===== src/hdl/ffsa_pkg.sv =====
// ----------------------------------------------------------------------------
// ffsa_pkg
// Shared types and constants of the first-fit segment allocator.
// ----------------------------------------------------------------------------
package ffsa_pkg;

    localparam int POOL_UNITS_DEF  = 128;
    localparam int FREE_DEPTH_DEF  = 64;
    localparam int ALLOC_DEPTH_DEF = 128;

    localparam logic [7:0] MAX_REQUEST_RST = 8'd16;
    localparam logic [6:0] HOLE_LIMIT_RST  = 7'd2;

    localparam logic CFG_MAX_REQUEST = 1'b0;
    localparam logic CFG_HOLE_LIMIT  = 1'b1;

    localparam logic OP_ALLOC = 1'b0;
    localparam logic OP_FREE  = 1'b1;

    typedef enum logic [1:0] {
        ST_OK      = 2'd0,
        ST_SIZE    = 2'd1,
        ST_NOFIT   = 2'd2,
        ST_NOOWNER = 2'd3
    } status_t;

    // Per-cycle command to a row of table cells.
    typedef struct packed {
        logic pop;
        logic push;
    } row_ctl_t;

endpackage


===== src/hdl/ffsa_cell.sv =====
// ----------------------------------------------------------------------------
// ffsa_cell
// One table entry: loads a new value or takes its right neighbor's value.
// ----------------------------------------------------------------------------
module ffsa_cell #(
    parameter int           W         = 14,
    parameter bit           RESET_EN  = 1'b1,
    parameter logic [W-1:0] RESET_VAL = '0
) (
    input  logic         clk,
    input  logic         rst_n,
    input  logic         load,
    input  logic         shift,
    input  logic [W-1:0] load_data,
    input  logic [W-1:0] right_data,
    output logic [W-1:0] q
);

    logic [W-1:0] data_reg;

    generate
        if (RESET_EN) begin : g_rst
            always_ff @(posedge clk or negedge rst_n)
            begin
                if (!rst_n)
                begin
                    data_reg <= RESET_VAL;
                end
                else if (load)
                begin
                    data_reg <= load_data;
                end
                else if (shift)
                begin
                    data_reg <= right_data;
                end
            end
        end
        else begin : g_nrst
            always_ff @(posedge clk)
            begin
                if (load)
                begin
                    data_reg <= load_data;
                end
                else if (shift)
                begin
                    data_reg <= right_data;
                end
            end
        end
    endgenerate

    assign q = data_reg;

endmodule


===== src/hdl/ffsa_row.sv =====
// ----------------------------------------------------------------------------
// ffsa_row
// Row of cells used as an ordered queue: pop at the head, push at the tail.
// ----------------------------------------------------------------------------
module ffsa_row #(
    parameter int           DEPTH       = 64,
    parameter int           W           = 14,
    parameter bit           RESET_EN    = 1'b1,
    parameter logic [W-1:0] RESET_HEAD  = '0,
    parameter int           RESET_COUNT = 1,
    parameter int           CW          = $clog2(DEPTH + 1)
) (
    input  logic              clk,
    input  logic              rst_n,
    input  ffsa_pkg::row_ctl_t ctl,
    input  logic [W-1:0]      push_data,
    output logic [W-1:0]      head,
    output logic [CW-1:0]     count
);

    logic [CW-1:0] count_reg;
    logic [CW-1:0] count_next;
    logic [CW-1:0] widx;
    logic [W-1:0]  cell_q [DEPTH];

    // With a pop in the same cycle the tail slot moves down by one.
    assign widx       = ctl.pop ? (count_reg - CW'(1)) : count_reg;
    assign count_next = count_reg + CW'(ctl.push) - CW'(ctl.pop);

    genvar i;
    generate
        for (i = 0; i < DEPTH; i++) begin : g_cell
            ffsa_cell #(
                .W         (W),
                .RESET_EN  (RESET_EN),
                .RESET_VAL (RESET_HEAD)
            ) u_cell (
                .clk        (clk),
                .rst_n      (rst_n),
                .load       (ctl.push && (widx == CW'(i))),
                .shift      (ctl.pop),
                .load_data  (push_data),
                .right_data (cell_q[(i < DEPTH - 1) ? i + 1 : i]),
                .q          (cell_q[i])
            );
        end
    endgenerate

    always_ff @(posedge clk or negedge rst_n)
    begin
        if (!rst_n)
        begin
            count_reg <= CW'(RESET_COUNT);
        end
        else
        begin
            count_reg <= count_next;
        end
    end

    assign head  = cell_q[0];
    assign count = count_reg;

endmodule


===== config.mk =====
export PLATFORM = sky130hd
export DESIGN_NAME = ffsa_row
export DESIGN_NICKNAME = d
export VERILOG_FILES = /design/src/hdl/ffsa_pkg.sv /design/src/hdl/ffsa_cell.sv /design/src/hdl/ffsa_row.sv
export SDC_FILE = /design/constraint.sdc
export NUM_CORES = 2
export LEC_CHECK = 0
export BUFFER_PORTS_ARGS = -buffer_cell sky130_fd_sc_hd__buf_2
export CORE_MARGIN = 1.5
export CORE_UTILIZATION = 64
export DETAILED_ROUTE_END_ITERATION = 12
export GPL_ROUTABILITY_DRIVEN = 0
export PLACE_DENSITY = 0.89
export SYNTH_ARGS = -nofsm -noshare
export SYNTH_HDL_FRONTEND = slang
export SYNTH_SLANG_ARGS = --single-unit

===== constraint.sdc =====
create_clock -name clk -period 3.2 [get_ports clk]
set_clock_uncertainty 0.2 [all_clocks]
set_input_delay 0.48 -clock clk [delete_from_list [all_inputs] [get_ports clk]]
set_output_delay 0.48 -clock clk [all_outputs]
set_load 0.05 [all_outputs]

==> summary.txt <==
Drt
  – Final ANT Viol Nets: 0
  – Iter 0 DRT Violations: 1493
  – WL final: 90.41 mm
  – Drt drc: 0
  – Via density: 6.119
  – First-pass detailed-route iteration total: 5
  – Routed via count: 25060
  – Drt wl/cell: 22.07 microns

Clock tree
  – Clock root cell: clkbuf_16
  – CTS tree: yes
  – Postcts setup bufs: 0
  – Max Root-Sink Buffers: 3
  – Clock latency on the worst-skew pair: 0.64 ns
  – H-tree levels: 3
  – # clock sinks: 903
  – Number of CTS-inserted buffers: between 90 and 100
  – Clk slew on worst S/H paths: ~0.060 ns

Global routing
  – Vias in the first global route: ~28000
  – Largest net degree at the start of global routing: 204
  – First-pass GRT wire length: ~150 mm
  – Gr ovfl total: 0
  – Initial antenna violation count: 0
  – Aggregate global-route resource usage: approximately 25%

STA
  – Worst hold slack: 0.1794 ns
  – # setup viols final: 0
  – Fin. Hold Viols: 0
  – Unrepaired setup endpoints after global routing: false
  – Final Critical Period: roughly 3 ns
  – Worst-margin pin slew: approximately 1.3 ns
  – Setup total negative slack: 0 ns
  – Peak Freq: 0.3249 GHz
  – Final Max Tran Viols: 0
  – Max-Slew Margin vs Limit: around an eighth
  – Final worst-path cycle share: a little over nine tenths

Logic synthesis
  – Synth Area per Inst: 14.48 sq um
  – Synth cell types: 39
  – Synthesized cell area: 0.04536 sq mm
  – Top_reg_cell synth: dfrtp_1
  – Synthesized flop and latch total: 903
  – Post-synth EDFFs: 0
  – Sequential share of the synthesized area: approximately half
  – YS warnings: 0
  – Synth async-reset ratio: 100.0%
  – Synth Instances: between 3000 and 4000
  – Mapped Nets: roughly 3200

Cells and area
  – Reg area: 0.02260 sq mm
  – Fillcell total: around 4300
  – N_diodes: 0
  – Synth-to-Final Area Change: 10.05%
  – Layout cell share with drive strength beyond 1: between 60% and 70%
  – Nets: approximately 3100
  – Final non-filler cell area: about 0.05 sq mm
  – Count of non-filler cells in the finished layout: between 4000 and 5000
  – Largest register FFs: between 800 and 900
  – Area of the multi-input gates: around 0.022 sq mm

Placed design
  – Detailed placer's ending HPWL: between 50 and 60 mm
  – Placed inst area: about 0.047 sq mm
  – IO Port Bufs: 38
  – Dpl cells: 3926

Floorplanning
  – Site Rows: 97
  – Starting Density: 64.66%
  – # IOs: 39
  – Core ar.: about 0.070 sq mm
  – Die area: roughly 0.072 sq mm
  – Die W: 269.2 microns
  – Die H: 269.2 microns

Status
  – Status: finished clean

Critical path
  – CP startpoint kind: flop
  – Critical Path RT: 3.52 ns
  – Critical-path top delay cell: dfrtp_2
  – Most common cell on crit path: buf_4
  – CP cell instances: inv_1, buf_4, ha_1, nand2b_1, a21oi_1, xnor2_2, buf_12, nand4_1, buf_4, mux2_2
  – Arrival @ worst endpoint: about 3.4 ns
  – Element type at the critical path end: flop
  – Crit path from: count[1]$_DFF_PN0_
  – CP Max Fanout: 32
  – Reg-to-Reg Start: count[1]$_DFF_PN0_
  – Critical path class: flop to flop
  – Slowest stage delay, CP: around 0.44 ns

Power
  – PwrDens: between 800 and 900 mW/mm^2
  – VDD IR max: between 0.0007 and 0.0008 V
  – Lkg Pwr: roughly 25 nW

Flow run
  – Max Cap Viol: 0

Hold path
  – Worst hold path type: primary input to flop
  – Min-delay src: ctl[1]
-- area by class of cell --
type,instances,share of cell area (%)
well taps,940,2.356
inverters,13,0.09776
flip-flops and latches,903,45.28
clock inverters,29,0.6417
clock buffers,139,5.512
multi-input cells,1917,43.24
repair buffers,155,2.868
-- path summary, 6_finish.rpt --
| check | end | slack [ns] | cells past startpoint |
|---|---|---|---|
| max | g_cell[50].u_cell.q[3]$_DFFE_PN0P_ | 0.12 | 10 |
| min | g_cell[48].u_cell.q[10]$_DFFE_PN0P_ | 0.18 | 3 |
| max reg2reg | g_cell[50].u_cell.q[3]$_DFFE_PN0P_ | 0.12 | 10 |
| min reg2reg | g_cell[63].u_cell.q[0]$_DFFE_PN0P_ | 0.30 | 1 |
| max in group asynchronous | g_cell[35].u_cell.q[10]$_DFFE_PN0P_ | 1.57 | 4 |
| min in group asynchronous | g_cell[1].u_cell.q[7]$_DFFE_PN0P_ | 0.22 | 2 |
-- metrics by stage --
stage / total power [mW] / utilization (%) / worst slack (ns)
final: 42.96 / 71.16 / 0.1218
after global routing: 45.25 / 71.16 / 0.04680
after CTS: 43.02 / 70.97 / -0.09611
after detailed placement: 31.92 / 66.51 / -0.04986
after global placement: 30.62 / 66.51 / 0.04397
after floorplan: 28.48 / - / 0.06905
-- layer usage --
metal | GRT usage, % | up-vias | part of all wire [%]
met1 | 32.36 | 13270 | 42
met4 | 6.854 | 0 | 2.1
met3 | 3.331 | 146 | 2.5
li1 | - | 11340 | -
met5 | 0 | - | 0
met2 | 45.35 | 307 | 53
-- cell usage in the layout (no fill, tap or decap), types with 2 or more instances in the layout --
cell and count:
mux2_2 1741, dfrtp_1 899, clkbuf_16 94, buf_4 88, mux2_1 37, buf_2 36, buf_12 27, nand4_1 25
nand4_2 25, clkbuf_8 23, clkbuf_1 22, nand4_4 18, clkinv_2 18, ha_1 13, inv_1 12, nand2_1 8
a21oi_1 5, xnor2_1 5, bufinv_16 5, nand2b_1 4, o21ai_0 4, nor2_1 3, xnor2_2 3, dfrtp_2 3
xor2_1 2, nor2b_1 2, o311ai_4 2, a32o_2 2, o32ai_4 2, inv_16 2, clkinvlp_4 2, dlygate4sd3_1 2
buf_8 2
-- what timing repair did --
| item | CTS | global route |
|---|---|---|
| cloned | 0 | 0 |
| hold endpoints to repair | 42 | 0 |
| pin swaps | 0 | 2 |
| hold buffers | 2 | 0 |
| gates resized for setup | 4 | 17 |
| endpoints found under the setup margin | 129 | 222 |
-- power breakdown --
| part | leakage (nW) | internal, mW | switching, mW | total (mW) |
|---|---|---|---|---|
| combinational | 11.2 | 7.94 | 5.51 | 13.4 |
| clock | 1.52 | 6.35 | 4.47 | 10.8 |
| sequential | 12.1 | 16.1 | 2.59 | 18.7 |
| total | 24.8 | 30.4 | 12.6 | 43.0 |
-- critical path, delay by kind of cell, from the launching register on --
kind                       cells  cell delay (ns)
xor gates and xnor gates       1             0.18
DFF                            1             0.44
adders and majority gates      1             0.20
muxes                          1             0.30
buffers and inverters          4             0.81
AOI/OAI and AO/OA              1             0.41
and+or+nand+nor                2             0.41
-- logic make-up after synthesis --
| group | after synthesis | share of synthesized area [%] |
|---|---|---|
| buf+inv | 313 | 3.023 |
| mux | 1778 | 44.14 |
| fa+ha+maj | 15 | 0.4303 |
| simple gates | 93 | 1.837 |
| compound gates | 21 | 0.5379 |
| xor+xnor | 10 | 0.2097 |
| flops | 903 | 49.82 |
-- synthesized netlist by cell type (5+ instances only) --
library cell / instances / area, sq um
buf_2: 76 / 380.4
mux2_2: 1741 / 19610
dfrtp_1: 902 / 22570
ha_1: 14 / 175.2
clkbuf_1: 171 / 641.9
nand4_2: 43 / 538.0
xnor2_1: 7 / 61.31
nand2_1: 8 / 30.03
a21oi_1: 5 / 25.02
mux2_1: 37 / 416.7
buf_4: 25 / 187.7
nand4_1: 25 / 156.4
inv_1: 12 / 45.04
buf_1: 27 / 101.4
(Power assumes the default switching activity.)
